File: src/sv/lcdseq_pkg.sv
package lcdseq_pkg;

  // input operation codes
  localparam logic [1:0] FUNC_CMD    = 2'd0;
  localparam logic [1:0] FUNC_DATA   = 2'd1;
  localparam logic [1:0] FUNC_CURSOR = 2'd2;
  localparam logic [1:0] FUNC_INIT   = 2'd3;

  // configuration register indexes
  localparam int CFG_IDX_W = 3;
  localparam logic [CFG_IDX_W-1:0] CFG_FUNCTION_SET = 3'd0;
  localparam logic [CFG_IDX_W-1:0] CFG_DISP_OFF     = 3'd1;
  localparam logic [CFG_IDX_W-1:0] CFG_CLEAR        = 3'd2;
  localparam logic [CFG_IDX_W-1:0] CFG_ENTRY_MODE   = 3'd3;
  localparam logic [CFG_IDX_W-1:0] CFG_DISP_ON      = 3'd4;
  localparam logic [CFG_IDX_W-1:0] CFG_SET_ADDRESS  = 3'd5;

  localparam int HOLD_W = 14;

  // fixed power-up bytes and waits
  localparam logic [7:0] WAKE_BYTE0 = 8'h33;
  localparam logic [7:0] WAKE_BYTE1 = 8'h32;
  localparam logic [HOLD_W-1:0] POWER_WAIT_MS = 14'd15000;
  localparam int WAKE_EXTRA_MS  = 100;
  localparam int CLEAR_EXTRA_MS = 2000;
  localparam int ADDR_EXTRA_MS  = 4000;
  localparam logic [2:0] INIT_LAST_IDX = 3'd6;

  localparam int Q_DEPTH = 2;

  typedef struct packed {
    logic [7:0] function_set;
    logic [7:0] disp_off;
    logic [7:0] clear;
    logic [7:0] entry_mode;
    logic [7:0] disp_on;
    logic [7:0] set_address;
  } cfg_t;

  // one classified request for the step sequencer
  typedef struct packed {
    logic       init;
    logic       rs;
    logic       addr_wait;
    logic [7:0] data;
  } cmd_t;

  typedef struct packed {
    logic              rs;
    logic [3:0]        nibble;
    logic              enable;
    logic              backlight;
    logic [HOLD_W-1:0] hold_ms;
    logic              last;
  } step_t;

  function automatic logic [7:0] row_base(input logic [1:0] row);
    logic [7:0] b;
    case (row)
      2'd0:    b = 8'h00;
      2'd1:    b = 8'h40;
      2'd2:    b = 8'h14;
      default: b = 8'h54;
    endcase
    return b;
  endfunction

endpackage

File: src/sv/char_lcd_nibble_write_sequencer_top.sv
// a request's first step word passes through the request queue and the output register
// one step word per cycle from the back sequencer while the receiver pops: four words
// per byte request, thirty for power-up; a 2-word request queue sits in front
// reset: synchronous active-low rst_n empties the queue and output register, clears the
// sequencer, turns the backlight off and loads the command registers with their defaults
module char_lcd_nibble_write_sequencer_top #(
  parameter int PULSE_MS    = 1,
  parameter int BYTE_GAP_MS = 40
) (
  input  logic                           clk,
  input  logic                           rst_n,
  input  logic                           in_push,
  output logic                           in_full,
  input  logic [1:0]                     in_func,
  input  logic [7:0]                     in_data_byte,
  input  logic [1:0]                     in_row,
  input  logic [4:0]                     in_column,
  output logic                           out_empty,
  input  logic                           out_pop,
  output logic                           out_rs,
  output logic [3:0]                     out_nibble,
  output logic                           out_enable,
  output logic                           out_backlight,
  output logic [lcdseq_pkg::HOLD_W-1:0]  out_hold_ms,
  output logic                           out_last,
  input  logic                           cfg_we,
  input  logic [lcdseq_pkg::CFG_IDX_W-1:0] cfg_index,
  input  logic [7:0]                     cfg_data
);

  lcdseq_pkg::cfg_t  cfg_r, cfg_nxt;
  lcdseq_pkg::cmd_t  wr_cmd, rd_cmd;
  lcdseq_pkg::step_t step;
  logic              q_wr, q_rd, q_full, q_empty;

  always_comb begin
    cfg_nxt = cfg_r;
    if (cfg_we) begin
      case (cfg_index)
        lcdseq_pkg::CFG_FUNCTION_SET: cfg_nxt.function_set = cfg_data;
        lcdseq_pkg::CFG_DISP_OFF:     cfg_nxt.disp_off     = cfg_data;
        lcdseq_pkg::CFG_CLEAR:        cfg_nxt.clear        = cfg_data;
        lcdseq_pkg::CFG_ENTRY_MODE:   cfg_nxt.entry_mode   = cfg_data;
        lcdseq_pkg::CFG_DISP_ON:      cfg_nxt.disp_on      = cfg_data;
        lcdseq_pkg::CFG_SET_ADDRESS:  cfg_nxt.set_address  = cfg_data;
        default: begin
        end
      endcase
    end
  end

  always_ff @(posedge clk) begin
    if (!rst_n) begin
      cfg_r.function_set <= 8'h2A;
      cfg_r.disp_off     <= 8'h08;
      cfg_r.clear        <= 8'h01;
      cfg_r.entry_mode   <= 8'h06;
      cfg_r.disp_on      <= 8'h0C;
      cfg_r.set_address  <= 8'h80;
    end else begin
      cfg_r <= cfg_nxt;
    end
  end

  lcdseq_front u_front (
    .in_push      (in_push),
    .in_full      (in_full),
    .in_func      (in_func),
    .in_data_byte (in_data_byte),
    .in_row       (in_row),
    .in_column    (in_column),
    .set_address  (cfg_r.set_address),
    .q_full       (q_full),
    .q_wr         (q_wr),
    .q_cmd        (wr_cmd)
  );

  lcdseq_queue u_queue (
    .clk    (clk),
    .rst_n  (rst_n),
    .wr_en  (q_wr),
    .wr_cmd (wr_cmd),
    .full   (q_full),
    .rd_en  (q_rd),
    .rd_cmd (rd_cmd),
    .empty  (q_empty)
  );

  lcdseq_back #(
    .PULSE_MS    (PULSE_MS),
    .BYTE_GAP_MS (BYTE_GAP_MS)
  ) u_back (
    .clk       (clk),
    .rst_n     (rst_n),
    .cfg       (cfg_r),
    .q_empty   (q_empty),
    .q_cmd     (rd_cmd),
    .q_rd      (q_rd),
    .out_empty (out_empty),
    .out_pop   (out_pop),
    .out_step  (step)
  );

  assign out_rs        = step.rs;
  assign out_nibble    = step.nibble;
  assign out_enable    = step.enable;
  assign out_backlight = step.backlight;
  assign out_hold_ms   = step.hold_ms;
  assign out_last      = step.last;

endmodule

File: src/sv/lcdseq_queue.sv
module lcdseq_queue (
  input  logic               clk,
  input  logic               rst_n,
  input  logic               wr_en,
  input  lcdseq_pkg::cmd_t   wr_cmd,
  output logic               full,
  input  logic               rd_en,
  output lcdseq_pkg::cmd_t   rd_cmd,
  output logic               empty
);

  localparam int PTR_W = (lcdseq_pkg::Q_DEPTH > 1) ? $clog2(lcdseq_pkg::Q_DEPTH) : 1;
  localparam int CNT_W = $clog2(lcdseq_pkg::Q_DEPTH + 1);
  localparam logic [PTR_W-1:0] LAST_PTR = PTR_W'(lcdseq_pkg::Q_DEPTH - 1);

  lcdseq_pkg::cmd_t mem [lcdseq_pkg::Q_DEPTH];

  logic [PTR_W-1:0] wr_ptr_r, wr_ptr_nxt;
  logic [PTR_W-1:0] rd_ptr_r, rd_ptr_nxt;
  logic [CNT_W-1:0] count_r, count_nxt;
  logic             do_wr, do_rd;

  assign full   = (count_r == CNT_W'(lcdseq_pkg::Q_DEPTH));
  assign empty  = (count_r == '0);
  assign rd_cmd = mem[rd_ptr_r];
  assign do_wr  = wr_en && !full;
  assign do_rd  = rd_en && !empty;

  always_comb begin
    wr_ptr_nxt = wr_ptr_r;
    rd_ptr_nxt = rd_ptr_r;
    count_nxt  = count_r;
    if (do_wr) begin
      wr_ptr_nxt = (wr_ptr_r == LAST_PTR) ? '0 : wr_ptr_r + PTR_W'(1);
    end
    if (do_rd) begin
      rd_ptr_nxt = (rd_ptr_r == LAST_PTR) ? '0 : rd_ptr_r + PTR_W'(1);
    end
    if (do_wr && !do_rd) begin
      count_nxt = count_r + CNT_W'(1);
    end else if (do_rd && !do_wr) begin
      count_nxt = count_r - CNT_W'(1);
    end
  end

  always_ff @(posedge clk) begin
    if (!rst_n) begin
      wr_ptr_r <= '0;
      rd_ptr_r <= '0;
      count_r  <= '0;
    end else begin
      wr_ptr_r <= wr_ptr_nxt;
      rd_ptr_r <= rd_ptr_nxt;
      count_r  <= count_nxt;
    end
  end

  always_ff @(posedge clk) begin
    if (do_wr) begin
      mem[wr_ptr_r] <= wr_cmd;
    end
  end

endmodule

File: src/sv/lcdseq_front.sv
module lcdseq_front (
  input  logic             in_push,
  output logic             in_full,
  input  logic [1:0]       in_func,
  input  logic [7:0]       in_data_byte,
  input  logic [1:0]       in_row,
  input  logic [4:0]       in_column,
  input  logic [7:0]       set_address,
  input  logic             q_full,
  output logic             q_wr,
  output lcdseq_pkg::cmd_t q_cmd
);

  logic [7:0] addr;

  assign in_full = q_full;
  assign q_wr    = in_push && !q_full;

  // ddram address wraps at 8 bits, column is not range checked
  assign addr = lcdseq_pkg::row_base(in_row) + {3'b000, in_column};

  always_comb begin
    q_cmd.init      = 1'b0;
    q_cmd.rs        = 1'b0;
    q_cmd.addr_wait = 1'b0;
    q_cmd.data      = in_data_byte;
    case (in_func)
      lcdseq_pkg::FUNC_CMD: begin
      end
      lcdseq_pkg::FUNC_DATA: begin
        q_cmd.rs = 1'b1;
      end
      lcdseq_pkg::FUNC_CURSOR: begin
        q_cmd.addr_wait = 1'b1;
        q_cmd.data      = addr | set_address;
      end
      default: begin
        q_cmd.init = 1'b1;
        q_cmd.data = '0;
      end
    endcase
  end

endmodule

File: src/sv/lcdseq_back.sv
module lcdseq_back #(
  parameter int PULSE_MS    = 1,
  parameter int BYTE_GAP_MS = 40
) (
  input  logic               clk,
  input  logic               rst_n,
  input  lcdseq_pkg::cfg_t   cfg,
  input  logic               q_empty,
  input  lcdseq_pkg::cmd_t   q_cmd,
  output logic               q_rd,
  output logic               out_empty,
  input  logic               out_pop,
  output lcdseq_pkg::step_t  out_step
);

  localparam int HW = lcdseq_pkg::HOLD_W;
  localparam logic [HW-1:0] HOLD_PULSE = HW'(PULSE_MS);
  localparam logic [HW-1:0] HOLD_GAP   = HW'(BYTE_GAP_MS);
  localparam logic [HW-1:0] HOLD_GAP2  = HW'(2 * BYTE_GAP_MS);
  localparam logic [HW-1:0] HOLD_WAKE  = HW'(BYTE_GAP_MS + lcdseq_pkg::WAKE_EXTRA_MS);
  localparam logic [HW-1:0] HOLD_CLEAR = HW'(BYTE_GAP_MS + lcdseq_pkg::CLEAR_EXTRA_MS);
  localparam logic [HW-1:0] HOLD_ADDR  = HW'(BYTE_GAP_MS + lcdseq_pkg::ADDR_EXTRA_MS);

  localparam logic [1:0] ST_IDLE = 2'd0;
  localparam logic [1:0] ST_BYTE = 2'd1;
  localparam logic [1:0] ST_BL   = 2'd2;

  logic [1:0] state_r, state_nxt;
  logic [1:0] phase_r, phase_nxt;
  logic [2:0] init_idx_r, init_idx_nxt;
  logic       in_init_r, in_init_nxt;
  logic [7:0] cur_byte_r, cur_byte_nxt;
  logic       cur_rs_r, cur_rs_nxt;
  logic       addr_wait_r, addr_wait_nxt;
  logic       backlight_r, backlight_nxt;
  logic       out_valid_r, out_valid_nxt;

  lcdseq_pkg::step_t out_step_r, step;

  logic            can_emit, emit;
  logic [7:0]      byte_v, init_byte;
  logic            rs_v;
  logic [HW-1:0]   hold_end, init_hold;

  assign can_emit  = !out_valid_r || out_pop;
  assign emit      = can_emit && ((state_r != ST_IDLE) || !q_empty);
  assign q_rd      = can_emit && (state_r == ST_IDLE) && !q_empty;
  assign out_empty = !out_valid_r;
  assign out_step  = out_step_r;

  always_comb begin
    case (init_idx_r)
      3'd0:    begin init_byte = lcdseq_pkg::WAKE_BYTE0; init_hold = HOLD_WAKE;  end
      3'd1:    begin init_byte = lcdseq_pkg::WAKE_BYTE1; init_hold = HOLD_GAP2;  end
      3'd2:    begin init_byte = cfg.function_set;       init_hold = HOLD_GAP2;  end
      3'd3:    begin init_byte = cfg.disp_off;           init_hold = HOLD_GAP2;  end
      3'd4:    begin init_byte = cfg.clear;              init_hold = HOLD_CLEAR; end
      3'd5:    begin init_byte = cfg.entry_mode;         init_hold = HOLD_GAP2;  end
      default: begin init_byte = cfg.disp_on;            init_hold = HOLD_GAP2;  end
    endcase
  end

  assign byte_v   = in_init_r ? init_byte : cur_byte_r;
  assign rs_v     = in_init_r ? 1'b0 : cur_rs_r;
  assign hold_end = in_init_r ? init_hold : (addr_wait_r ? HOLD_ADDR : HOLD_GAP);

  always_comb begin
    state_nxt     = state_r;
    phase_nxt     = phase_r;
    init_idx_nxt  = init_idx_r;
    in_init_nxt   = in_init_r;
    cur_byte_nxt  = cur_byte_r;
    cur_rs_nxt    = cur_rs_r;
    addr_wait_nxt = addr_wait_r;
    backlight_nxt = backlight_r;

    step.rs        = 1'b0;
    step.nibble    = '0;
    step.enable    = 1'b0;
    step.backlight = backlight_r;
    step.hold_ms   = '0;
    step.last      = 1'b0;

    case (state_r)
      ST_IDLE: begin
        if (q_cmd.init) begin
          // power-up opens with a long wait step with rs, nibble and enable low
          step.hold_ms = lcdseq_pkg::POWER_WAIT_MS;
          if (emit) begin
            state_nxt    = ST_BYTE;
            phase_nxt    = 2'd0;
            init_idx_nxt = '0;
            in_init_nxt  = 1'b1;
          end
        end else begin
          // first step of the byte goes out straight from the queue head
          step.rs      = q_cmd.rs;
          step.nibble  = q_cmd.data[7:4];
          step.enable  = 1'b1;
          step.hold_ms = HOLD_PULSE;
          if (emit) begin
            state_nxt     = ST_BYTE;
            phase_nxt     = 2'd1;
            in_init_nxt   = 1'b0;
            cur_byte_nxt  = q_cmd.data;
            cur_rs_nxt    = q_cmd.rs;
            addr_wait_nxt = q_cmd.addr_wait;
          end
        end
      end
      ST_BYTE: begin
        step.rs     = rs_v;
        step.nibble = phase_r[1] ? byte_v[3:0] : byte_v[7:4];
        step.enable = !phase_r[0];
        case (phase_r)
          2'd0, 2'd2: step.hold_ms = HOLD_PULSE;
          2'd1:       step.hold_ms = '0;
          default:    step.hold_ms = hold_end;
        endcase
        step.last = (phase_r == 2'd3) && !in_init_r;
        if (emit) begin
          phase_nxt = phase_r + 2'd1;
          if (phase_r == 2'd3) begin
            if (!in_init_r) begin
              state_nxt = ST_IDLE;
            end else if (init_idx_r == lcdseq_pkg::INIT_LAST_IDX) begin
              state_nxt = ST_BL;
            end else begin
              init_idx_nxt = init_idx_r + 3'd1;
            end
          end
        end
      end
      ST_BL: begin
        // backlight comes on with the closing step itself
        step.backlight = 1'b1;
        step.last      = 1'b1;
        if (emit) begin
          backlight_nxt = 1'b1;
          in_init_nxt   = 1'b0;
          init_idx_nxt  = '0;
          state_nxt     = ST_IDLE;
        end
      end
      default: begin
        state_nxt = ST_IDLE;
      end
    endcase
  end

  always_comb begin
    out_valid_nxt = out_valid_r;
    if (emit) begin
      out_valid_nxt = 1'b1;
    end else if (out_pop) begin
      out_valid_nxt = 1'b0;
    end
  end

  always_ff @(posedge clk) begin
    if (!rst_n) begin
      state_r     <= ST_IDLE;
      phase_r     <= '0;
      init_idx_r  <= '0;
      in_init_r   <= 1'b0;
      cur_byte_r  <= '0;
      cur_rs_r    <= 1'b0;
      addr_wait_r <= 1'b0;
      backlight_r <= 1'b0;
      out_valid_r <= 1'b0;
    end else begin
      state_r     <= state_nxt;
      phase_r     <= phase_nxt;
      init_idx_r  <= init_idx_nxt;
      in_init_r   <= in_init_nxt;
      cur_byte_r  <= cur_byte_nxt;
      cur_rs_r    <= cur_rs_nxt;
      addr_wait_r <= addr_wait_nxt;
      backlight_r <= backlight_nxt;
      out_valid_r <= out_valid_nxt;
    end
  end

  always_ff @(posedge clk) begin
    if (emit) begin
      out_step_r <= step;
    end
  end

endmodule

File: config.mk
export PLATFORM = sky130hd
export DESIGN_NAME = char_lcd_nibble_write_sequencer_top
export DESIGN_NICKNAME = d
export VERILOG_FILES = /design/src/sv/lcdseq_pkg.sv /design/src/sv/char_lcd_nibble_write_sequencer_top.sv /design/src/sv/lcdseq_queue.sv /design/src/sv/lcdseq_front.sv /design/src/sv/lcdseq_back.sv
export SDC_FILE = /design/constraint.sdc
export NUM_CORES = 1
export LEC_CHECK = 0
export ABC_AREA = 1
export BUFFER_PORTS_ARGS = -buffer_cell sky130_fd_sc_hd__buf_2
export CORE_MARGIN = 4
export CORE_UTILIZATION = 61
export DETAILED_ROUTE_END_ITERATION = 7
export MAX_ROUTING_LAYER = met4
export PLACE_DENSITY = 0.82
export SYNTH_ARGS = -nofsm -noshare
export SYNTH_HDL_FRONTEND = slang
export SYNTH_SLANG_ARGS = --single-unit
File: constraint.sdc
create_clock -name clk -period 4.7 [get_ports clk]
set_clock_uncertainty 0.05 [all_clocks]
set_input_delay 0.235 -clock clk [delete_from_list [all_inputs] [get_ports clk]]
set_output_delay 0.235 -clock clk [all_outputs]
set_load 0.05 [all_outputs]
* Yosys cells after proc, flatten, opt, wreduce, memory -nomap -nowiden
Memories as Yosys holds them, arrays and structs flattened. A register that Yosys moved wholly into a read port is not among the register bits.
Index checks and enable logic that the tools add are counted.
** Word-level totals
- Output and inout port bits :: 24
- Bits in registers :: 94
- Logic and storage cells :: 159
- Memories :: 1
- Bits in writable memories :: 22
- Bits of input ports :: 33
** Cells by class
- Equality and inequality tests :: 30
- Bitwise logic cells :: 2
- Multiplexer cells :: 49
- Reductions and logical operators :: 46
- Add/subtract/negate cells :: 7
** Memory list
- u_queue.mem :: depth 2, width 11, rd ports 1, clocked after memory_dff 1, wr ports 1, line lcdseq_queue.sv:16 : lcdseq_pkg::cmd_t mem [lcdseq_pkg::Q_DEPTH];
** Operators with widths (number)
- $pmux 14 s2 :: 2
- $pmux 8 s6 :: 1
- $mux 14 :: 2
- $pmux 11 s2 :: 1
- $pmux 7 s3 :: 1
- $mux 2 :: 10
- $mux 3 :: 6
- $pmux 8 s2 :: 1
- $reduce_and 2->1 :: 8
- $eq 3x3->1 const B :: 5
- $mux 1 :: 15
- $eq 2x2->1 const B :: 6
- $eq 3x2->1 const B :: 4
- $mux 12 :: 1
- $pmux 6 s2 :: 1
- $logic_not 2->1 :: 5
- $ne 2x1->1 const B :: 5
- $reduce_bool 2->1 :: 5
- $logic_and 1x1->1 :: 9
- $pmux 3 s3 :: 1
- $add 7x5->8 :: 1
- $eq 2x1->1 const B :: 4
- $mux 8 :: 1
- $or 8x8->8 :: 1
- other kinds (23) :: 38

* Depth between registers and ports, before layout
Gate-level depths: netlist of run 1.
- Word-level depth :: 8
- Mapped depth :: 13
- Mapped depth without buffers :: 12

* Modules after synthesis
From an unflattened synthesis of run 1, not the netlist that was laid out.
** Unflattened totals
- Cell total of the unflattened synthesis :: 710
- Area, all modules :: 5582.9 µm²
** By module, submodules not included
- lcdseq_back :: seq. area each 970.9 µm², times used 1, area an instance 2386.0 µm², cells an instance 316
- char_lcd_nibble_write_sequencer_top :: seq. area each 960.9 µm², times used 1, area an instance 1929.4 µm², cells an instance 276
- lcdseq_queue :: seq. area each 760.7 µm², times used 1, area an instance 1039.7 µm², cells an instance 72
- lcdseq_front :: seq. area each 0.0 µm², times used 1, area an instance 227.7 µm², cells an instance 46

* Worst setup path after synthesis of run 1
No wires, ideal clock.
- Path kind :: register -> register
- Start point :: register u_back.state_r[0]
- End point :: register u_queue.count_r[1]
- Path slack :: 2.494 ns
- Stages on the path, launching flop included :: 13
- Arrival time :: 2.033 ns
- Buffers on the path :: 1
- Clock period less this slack :: 2.206 ns
- Library setup time :: 0.122 ns
- Required time :: 4.528 ns
- Cells stage by stage :: dfxtp_1 -> inv_1 -> ha_1 -> buf_6 -> nand2_2 -> o21ai_4 -> inv_2 -> nand2_2 -> ha_1 -> a21oi_1 -> o21ai_0 -> o21ai_0 -> a21oi_1
** Between the ends
- Longest elaborated chain between the ends :: 7
- Elaborated cells on any way between the ends :: 9
- Classes of those cells :: 1 x mux; 8 x reduce/logical
** Ends and longest elaborated chain
- start: declaration :: line lcdseq_back.sv:28 : logic [1:0] state_r, state_nxt;
- start signal: assignment :: line lcdseq_back.sv:172 : state_r <= state_nxt;
- $logic_not 2->1 (*) :: line lcdseq_back.sv:47 : assign q_rd = can_emit && (state_r == ST_IDLE) && !q_empty;
- $logic_and 1x1->1 (*) (2 in a row) :: line lcdseq_back.sv:47
- $logic_and 1x1->1 (*) :: line lcdseq_queue.sv:27 : assign do_rd = rd_en && !empty;
- $logic_not 1->1 :: line lcdseq_queue.sv:39 : if (do_wr && !do_rd) begin
- $logic_and 1x1->1 :: line lcdseq_queue.sv:39
- $mux 2 or $reduce_bool 2->1 (tied branches)
- end signal: assignment :: line lcdseq_queue.sv:54 : count_r <= count_nxt;
- end: declaration :: line lcdseq_queue.sv:20 : logic [CNT_W-1:0] count_r, count_nxt;
Mark *: on every way between the ends. The rest lies on a longest branch, timed or not.
A chain may end at the register's enable or synchronous reset.

* Final worst setup path of run 1
Same ends and word-level chain as after synthesis.

==> impl_results.md, run 1 <==
* Outcome: finished, final reports clean
* Chip width at 101 um
* TNS Setup at 0 ns
* Drt pass-1 iters at 6
* Synthesized Nets at 684
* Compound-Gate Fraction of Synth Area at 11.6%
* DP HPWL at 8450 um
* Max Cap Viol at 0
* Final cell utilization of the core at 75.0%
* Data required time of the critical path at 5.06 ns
* Share of layout cells above drive strength 1 at 16.1%
* XOR/XNOR Fraction of Synth Area at 0.332%
* Total track usage at 27.2%
* Adder-cell area share of the yosys netlist at 3.80%
* R2R setup slack at 2.15 ns
* Simple-gate share of the synthesized area at 24.1%
* Setup violators final at 0
* Final Hold Viols at 0
* Worst EP arrival at 2.91 ns
* Leading area contributor after synthesis: dfxtp_1
* Final slew viol count at 0
* Via count at 4561
* Antenna violations before repair at 0
* Placed instance area at 5530 um^2
* Final Cycle Share at 54.2%
* Synth unique cells at 38
* Clk root buf: clkbuf_8
* Largest net degree at the start of global routing at 67
* TritonCTS Buffers at 17
* Register area share after synthesis at 51.0%
* Later-pin clock latency in the skew report at 0.52 ns
* #FFs+latches synth at 114
* Vias in the first global route at 4381
* Worst Setup SP: u_back.state_r[0]
* CTS tree: yes
* Input/output buffers at 55
* Fin area at 6230 um^2
* Peak supply drop at 333 uV
* Synth top area cells: dfxtp_1, edfxtp_1, nor2_1, nand2_1, o21ai_0
* RSZ-0062 raised after global routing: false
* Core area at 8300 um^2
* Slew @ Worst Pin at 1.04 ns
* Die Area at 10200 um^2
* Synth Area per Inst at 8.31 um^2
* Power per Cell Area at 689 nW/um^2
* Reg clk slew, reported paths at 0.06 ns
* Peak Freq at 392 MHz
* Leakage at 2.83 nW
* Startpoint class of the critical path: register
* FF-to-FF Start: u_back.state_r[0]
* Area growth, synth to finish at 18.0%
* Longest Clk Path Bufs at 2
* Post-synthesis cell count at 635
* Largest family of logic cells by synthesized area: simple AND/OR/NAND/NOR gates
* Worst min path class: input pin to register
* Initial core utilization at 63.6%
* CP Capture Type: register
* Critical Path Fanout Max at 23
* DRT Wirelength at 12700 um
* Drt drc at 0
* Initial drt markers at 324
* # H-tree levels at 4
* Dpl ws at 2.22 ns
* Mux cell area share after synthesis at 1.97%
* First-pass GRT wire length at 21000 um
* Power Total at 4.29 mW
* DRT antenna net count at 0
* Row cnt at 33
* Nets at 737
* Total gr overflow at 0
* GPL Wtd Cong at 0.904
* Synthesized area at 5280 um^2
* Clock sinks at 114
* Final Critical Period at 2.55 ns
* Via/cell ratio at 5.66
* Total number of yosys warnings at 0
* Die height at 101 um
* Worst setup path class: register to register
* I/O pin count at 57
* Min-delay src: cfg_data[2]
* Final worst slack at 2.15 ns
* Post-synth top area share at 27.7%
* Post-CTS Setup Bufs at 0
* Slew margin rel. at 30.4%
* Ant. Diodes at 0
* WL/cell at 15.8 um
## Yosys cell counts, drive strengths merged
cell / n
nor2: 124
nand2: 116
o21ai: 80
dfxtp: 73
inv: 58
nand3: 43
edfxtp: 41
a21oi: 28
buf: 17
ha: 16
clkbuf: 9
mux2i: 7
nand4: 5
mux2: 3
a211oi: 2
clkinv: 2
or2: 2
xor2: 2
a21boi: 1
a32oi: 1
and3: 1
conb: 1
nor3: 1
o21a: 1
o31ai: 1
## worst max-delay path, stage by stage, from the launching register on
cell	delay, ns
dfxtp_1	0.39
inv_1	0.08
ha_1	0.32
nand2_2	0.15
o21ai_4	0.11
inv_2	0.38
nand2_2	0.13
ha_1	0.36
a21oi_1	0.13
o21ai_0	0.12
o21ai_0	0.15
a21oi_1	0.06
## final cells by class
class / instances / area, um^2
fill: 581 / 2070
timing repair buffer: 60 / 325
inverter: 60 / 228
clock inverter: 15 / 230
sequential: 114 / 2690
tap: 105 / 131
clock buffer: 17 / 414
multi-input combinational: 435 / 2200
## report_power, final
group	switching, mW	internal [mW]	leakage (nW)
combinational	1.08	0.386	1.52
clock	0.474	0.921	0.306
sequential	0.133	1.29	0.999
total	1.69	2.60	2.83
## kinds of logic (layout without fill, tap and decap cells)
| family | after synthesis | after routing |
|---|---|---|
| multiplexers | 10 | 10 |
| other | 1 | 1 |
| AND/OR/NAND/NOR | 292 | 292 |
| flip-flops | 114 | 114 |
| buffers and inverters | 86 | 152 |
| AO/OA/AOI/OAI | 114 | 114 |
| XOR/XNOR | 2 | 2 |
| adder cells (fa/ha/maj) | 16 | 16 |
## routing by layer
layer / global-route usage [%] / vias to the layer above / part of all wire, %
met5: - / - / 0
met4: 9.71 / 0 / 2.3
met3: 5.33 / 28 / 6.6
met2: 45.5 / 189 / 51
met1: 32.7 / 2153 / 40
li1: - / 2191 / -
## flip-flops by register name (all words and copies together), names as in the netlist, 2 cells and up, named ones only
signal	count
u_back.out_step	19
u_back.cur_byte_r	8
u_back.init_idx_r	3
u_queue.mem	22
u_back.phase_r	2
cfg_r	48
u_back.state_r	2
u_queue.count_r	2
## what timing repair did
item,4_1_cts,5_1_grt
hold endpoints to repair,12,0
resized for setup,0,0
hold buffers,5,0
## final timing paths
path	endpoint	depth (start not counted)
setup reg to reg	u_queue.count_r[1]	11
setup / recovery	u_queue.count_r[1]	11
hold / removal	cfg_r[18]	3
hold reg to reg	u_back.cur_byte_r[6]	2
## per-stage QoR
step           instances  hold WS, ns
2_1_floorplan        635        0.311
3_3_place_gp         769        0.390
3_5_place_dp         769        0.395
4_1_cts              806      0.00238
5_1_grt              806       0.0144
6_report             806      0.00475
## cell usage in the layout, fill, tap and decap left out, types with 16 or more instances in the layout
master	synthesis	layout
a21oi_1	28	28
buf_2	9	55
clkbuf_16	0	16
dfxtp_1	73	73
edfxtp_1	41	41
ha_1	16	16
inv_1	56	56
nand2_1	112	112
nand3_1	42	42
nor2_1	115	115
o21ai_0	76	76
Note: power is estimated with default switching activity, not from simulation.
==> run 2: changes to the inputs <==
Settings changed: CORE_UTILIZATION 61 to 58, PLACE_DENSITY 0.82 to 0.79.
Clock period 4.7 ns to 2.65 ns, I/O delays scaled along.
==> impl_results.md, run 2 (synthesis results as in run 1) <==
* Most frequent cells in the layout: nor2_1, nand2_1, o21ai_0, dfxtp_1, inv_1 (unchanged)
* Antenna violations before repair at 0 (unchanged)
* Final Cycle Share at 84.7% (was 54.2%)
* CP Capture Type: register (unchanged)
* Max FFs per register at 48 (unchanged)
* R2R setup slack at 0.40 ns (was 2.15 ns)
* Startpoint class of the critical path: register (unchanged)
* Multi-input logic area at 2200 um^2 (unchanged)
* Chip width at 103 um (was 101 um)
* Drt drc at 0 (unchanged)
* WL/cell at 15.9 um (was 15.8 um)
* Int Pwr at 4.55 mW (was 2.60 mW)
* Fin cells at 832 (was 806)
* Hold path cells at 3 (unchanged)
* Placed instance area at 5570 um^2 (was 5530 um^2)
* CTS tree: yes (unchanged)
* Clock network power share at 30.9% (was 32.5%)
* Layout fillers at 628 (was 581)
* Critical Path Fanout Max at 17 (was 23)
* Slew @ Worst Pin at 0.662 ns (was 1.04 ns)
* Max Cap Viol at 0 (unchanged)
* Share of layout cells above drive strength 1 at 16.0% (was 16.1%)
* Later-pin clock latency in the skew report at 0.53 ns (was 0.52 ns)
* DRT antenna net count at 0 (unchanged)
* Final worst slack at 0.404 ns (was 2.15 ns)
* Largest net degree at the start of global routing at 37 (was 67)
* # H-tree levels at 4 (unchanged)
* Min-delay src: in_data_byte[3] (was cfg_data[2])
* Worst Path Buf+Inv at 2 (unchanged)
* Die Area at 10700 um^2 (was 10200 um^2)
* Reg clk slew, reported paths at 0.05 ns (was 0.06 ns)
* Crit path top cell by count: nand2_1
* Initial drt markers at 428 (was 324)
* Clk root buf: clkbuf_8 (unchanged)
* Peak Freq at 445 MHz (was 392 MHz)
* First-pass GRT wire length at 21200 um (was 21000 um)
* Crit-path cells: inv_4 > ha_1 > inv_1 > nand3_2 > nor2_1 > nor2_1 > nand2_1 > nand2_1 > nand3_1 > nand2_1 (was inv_1 > ha_1 > nand2_2 > o21ai_4 > inv_2 > nand2_2 > ha_1 > a21oi_1 > o21ai_0 > o21ai_0 > a21oi_1)
* Clock sinks at 114 (unchanged)
* Most common cell after layout, fill and taps aside: nor2_1 (unchanged)
* Setup violators final at 0 (unchanged)
* Total gr overflow at 0 (unchanged)
* Final slew viol count at 0 (unchanged)
* Slowest stage delay, CP at 0.74 ns (was 0.39 ns)
* Dpl ws at 0.488 ns (was 2.22 ns)
* Input/output buffers at 55 (unchanged)
* Total track usage at 26.9% (was 27.2%)
* Final cell utilization of the core at 73.0% (was 75.0%)
* FF-to-FF End: u_back.out_step[17] (was u_queue.count_r[1])
* Levels on crit path at 10 (was 11)
* Ant. Diodes at 0 (unchanged)
* Crit path max-delay cell type: dfxtp_1 (unchanged)
* FF-to-FF Start: u_back.init_idx_r[2] (was u_back.state_r[0])
* Via/cell ratio at 5.62 (was 5.66)
* Data required time of the critical path at 2.87 ns (was 5.06 ns)
* GPL Wtd Cong at 0.962 (was 0.904)
* Net Switching at 2.94 mW (was 1.69 mW)
* Area growth, synth to finish at 21.9% (was 18.0%)
* CTS-repair resized insts at 0 (unchanged)
* Power per Cell Area at 1160 nW/um^2 (was 689 nW/um^2)
* Slew margin rel. at 55.8% (was 30.4%)
* Sw frac at 39.3% (was 39.4%)
* Comb pwr share at 35.6% (was 34.3%)
* Power Total at 7.49 mW (was 4.29 mW)
* Leakage at 2.93 nW (was 2.83 nW)
* CP top delay family: flip-flops (was adder cells)
* Fin area at 6430 um^2 (was 6230 um^2)
* Peak supply drop at 600 uV (was 333 uV)
* Worst Reg2Reg Path Length in Cells at 10 (was 11)
* RSZ-0062 raised after global routing: false (unchanged)
* Register share of total power at 33.5% (was 33.2%)
* Core area at 8810 um^2 (was 8300 um^2)
* Nets at 760 (was 737)
* Biggest register: cfg_r (unchanged)
* Outcome: finished, final reports clean (unchanged)
* Hold endpoint: u_queue.mem[1][3] (was cfg_r[18])
* Area taken by flip-flops and latches at 2690 um^2 (unchanged)
* Worst min path class: input pin to register (unchanged)
* I/O pin count at 57 (unchanged)
* Die height at 103 um (was 101 um)
* Row cnt at 34 (was 33)
* Worst EP arrival at 2.47 ns (was 2.91 ns)
* Final Critical Period at 2.25 ns (was 2.55 ns)
* Longest Clk Path Bufs at 2 (unchanged)
* Vias in the first global route at 4394 (was 4381)
* TritonCTS Buffers at 17 (unchanged)
* TNS Setup at 0 ns (unchanged)
* Dpl cells at 777 (was 769)
* DP HPWL at 8540 um (was 8450 um)
* Initial core utilization at 59.9% (was 63.6%)
* Worst setup path class: register to register (unchanged)
* Via count at 4678 (was 4561)
* Hold WS at 0.0431 ns (was 0.00475 ns)
* DRT Wirelength at 13300 um (was 12700 um)
* Final Hold Viols at 0 (unchanged)
* Drt pass-1 iters at 6 (unchanged)
run 2: worst register-to-register path: cells and delay by family (launching register included):
kind	cells	cell delay, ns
buffers and inverters	2	0.31
adder cells (fa/ha/maj)	1	0.34
flip-flops	1	0.74
AND/OR/NAND/NOR	7	0.56
run 2: how the worst max path moves through the flow:
| stage | start | to | slack, ns |
|---|---|---|---|
| after floorplan | u_back.state_r[0] | u_queue.count_r[1] | 0.44 |
| after global placement | u_back.init_idx_r[2] | u_back.out_step[17] | 0.58 |
| after detailed placement | u_back.state_r[0] | u_queue.count_r[1] | 0.49 |
| after CTS | u_back.state_r[0] | u_queue.count_r[1] | 0.44 |
| after global routing | u_back.state_r[0] | u_queue.count_r[1] | 0.20 |
| final | u_back.init_idx_r[2] | u_back.out_step[17] | 0.40 |
run 2: final cells by class:
class,count,area share [%]
clock inverter,4,0.370
sequential,114,41.9
multi-input combinational,435,34.3
tap,108,2.10
clock buffer,28,9.36
timing repair buffer,83,8.45
inverter,60,3.54
run 2: layer usage:
layer | routed length [um] | part of all wire [%] | global-route usage [%] | vias to the layer above
li1 | - | - | - | 2237
met1 | 5290 | 40 | 31.3 | 2177
met2 | 6520 | 49 | 44.2 | 218
met3 | 970 | 7.3 | 6.24 | 46
met4 | 488 | 3.7 | 12.4 | 0
met5 | 0 | 0 | - | -
run 2: timing repair:
| action | in CTS | in global routing |
|---|---|---|
| hold endpoints to repair | 68 | 0 |
| hold buffers | 23 | 0 |
| setup buffers | 0 | 0 |
| endpoints found under the setup margin | 0 | 0 |
run 2: power by group through the flow:
| stage | combinational [mW] | sequential, mW | clock, mW |
|---|---|---|---|
| after floorplan | 1.63 | 2.97 | 0 |
| after global placement | 2.52 | 2.51 | 0 |
| after detailed placement | 2.59 | 2.53 | 0 |
| after CTS | 2.65 | 2.50 | 2.32 |
| after global routing | 2.93 | 2.54 | 2.42 |
| final | 2.67 | 2.51 | 2.32 |
==> run 3: changes to the inputs <==
Clock period 2.65 ns to 2.3 ns, I/O delays scaled along.
==> impl_results.md, run 3 (synthesis results as in run 1) <==
* Outcome: finished, final reports clean (unchanged)
* Area taken by flip-flops and latches at 2690 um^2 (unchanged)
* Via count at 4626 (was 4678)
* First-pass GRT wire length at 21700 um (was 21200 um)
* Core area at 8810 um^2 (unchanged)
* Chip width at 103 um (unchanged)
* CP Capture Type: register (unchanged)
* Total track usage at 27.2% (was 26.9%)
* Max FFs per register at 48 (unchanged)
* Final Critical Period at 1.99 ns (was 2.25 ns)
* Die Area at 10700 um^2 (unchanged)
* I/O pin count at 57 (unchanged)
* Critical Path Fanout Max at 6 (was 17)
* TNS Setup at 0 ns (unchanged)
* Via/cell ratio at 5.53 (was 5.62)
* Total gr overflow at 0 (unchanged)
* Setup violators final at 0 (unchanged)
* Multi-input logic area at 2200 um^2 (unchanged)
* Share of layout cells above drive strength 1 at 16.0% (about the same)
* WL/cell at 15.9 um (about the same)
* Row cnt at 34 (unchanged)
* Power per Cell Area at 1360 nW/um^2 (was 1160 nW/um^2)
* Sw frac at 38.8% (was 39.3%)
* Clock sinks at 114 (unchanged)
* Area growth, synth to finish at 22.9% (was 21.9%)
* Final Hold Viols at 0 (unchanged)
* Slew @ Worst Pin at 1.08 ns (was 0.662 ns)
* Startpoint class of the critical path: register (unchanged)
* Worst setup path class: register to register (unchanged)
* DRT antenna net count at 0 (unchanged)
* Largest net degree at the start of global routing at 44 (was 37)
* Input/output buffers at 55 (unchanged)
* Final worst slack at 0.310 ns (was 0.404 ns)
* Clk root buf: clkbuf_8 (unchanged)
* # H-tree levels at 4 (unchanged)
* CTS-repair resized insts at 0 (unchanged)
* TritonCTS Buffers at 17 (unchanged)
* Longest Clk Path Bufs at 2 (unchanged)
* Biggest register: cfg_r (unchanged)
* Initial drt markers at 227 (was 428)
* Comb pwr share at 36.1% (was 35.6%)
* GPL Wtd Cong at 0.955 (was 0.962)
* Clock network power share at 31.5% (was 30.9%)
* Vias in the first global route at 4490 (was 4394)
* Drt pass-1 iters at 5 (was 6)
* Antenna violations before repair at 0 (unchanged)
* Register share of total power at 32.4% (was 33.5%)
* DP HPWL at 8660 um (was 8540 um)
* Max Cap Viol at 0 (unchanged)
* Leakage at 2.95 nW (was 2.93 nW)
* Most common cell after layout, fill and taps aside: nor2_1 (unchanged)
* Reg clk slew, reported paths at 0.06 ns (was 0.05 ns)
* Worst EP arrival at 2.34 ns (was 2.47 ns)
* Ant. Diodes at 0 (unchanged)
* CTS tree: yes (unchanged)
* Peak Freq at 502 MHz (was 445 MHz)
* Most frequent cells in the layout: nor2_1, nand2_1, o21ai_0, dfxtp_1, inv_1 (unchanged)
* R2R setup slack at 0.31 ns (was 0.40 ns)
* Drt drc at 0 (unchanged)
* Later-pin clock latency in the skew report at 0.52 ns (was 0.53 ns)
* Dpl ws at 0.340 ns (was 0.488 ns)
* RSZ-0062 raised after global routing: false (unchanged)
* Worst min path class: input pin to register (unchanged)
* Int Pwr at 5.40 mW (was 4.55 mW)
* Data required time of the critical path at 2.65 ns (was 2.87 ns)
* Slew margin rel. at 28.0% (was 55.8%)
* Net Switching at 3.42 mW (was 2.94 mW)
* Final Cycle Share at 86.5% (was 84.7%)
* Final slew viol count at 0 (unchanged)
* Die height at 103 um (unchanged)
* Initial core utilization at 59.9% (unchanged)
* Nets at 765 (was 760)
* DRT Wirelength at 13300 um (about the same)
* Layout fillers at 586 (was 628)
* Peak supply drop at 861 uV (was 600 uV)
==> run 3: power by group through the flow <==
stage | clock network [mW] | logic (mW) | registers, mW
floorplan | 0 | 1.88 | 3.42
global placement | 0 | 2.99 | 2.86
detailed placement | 0 | 3.07 | 2.89
CTS | 2.78 | 3.16 | 2.85
global route | 2.87 | 3.48 | 2.90
finish | 2.77 | 3.18 | 2.86
==> run 3: through the flow <==
step / cells / instance area (um^2) / hold slack (ns) / total power, mW / util (%)
floorplan: 635 / 5280 / 0.191 / 5.30 / -
global placement: 780 / 5610 / 0.356 / 5.85 / 63.7
detailed placement: 780 / 5610 / 0.363 / 5.95 / 63.7
CTS: 837 / 6480 / 0.0388 / 8.79 / 73.6
global route: 837 / 6480 / 0.0958 / 9.25 / 73.6
finish: 837 / 6480 / 0.0554 / 8.81 / 73.6
==> run 3: final cells by class <==
class / count / area share, %
Clock buffer: 21 / 6.78
Clock inverter: 11 / 2.84
Inverter: 60 / 3.51
Multi-Input combinational cell: 435 / 34.0
Sequential cell: 114 / 41.5
Tap cell: 108 / 2.08
Timing Repair Buffer: 88 / 9.23
==> run 3: worst paths after layout <==
kind                     startpoint            endpoint  depth (start not counted)
setup / recovery  u_back.state_r[0]  u_queue.count_r[1]                         11
hold / removal              in_push    u_queue.wr_ptr_r                          5
setup reg to reg  u_back.state_r[0]  u_queue.count_r[1]                         11
hold reg to reg           cfg_r[44]           cfg_r[44]                          2
==> run 3: timing repair <==
item	CTS	global route
endpoints found under the hold margin	70	0
hold buffers	25	0
setup buffers	0	0
==> run 3: layer usage <==
| layer | global-route usage [%] | share of wire, % | vias to the layer above |
|---|---|---|---|
| li1 | - | - | 2237 |
| met1 | 32.0 | 41 | 2152 |
| met2 | 45.5 | 49 | 192 |
| met3 | 5.84 | 6.4 | 45 |
| met4 | 10.8 | 3.1 | 0 |
| met5 | - | 0 | - |
==> run 3: critical path: stages, from the launching register on <==
cell	delay, ns
dfxtp_1	0.38
inv_1	0.09
ha_1	0.24
nand2_2	0.11
o21ai_4	0.11
inv_2	0.08
nand2_2	0.06
ha_1	0.32
a21oi_1	0.12
o21ai_0	0.11
o21ai_0	0.15
a21oi_1	0.05
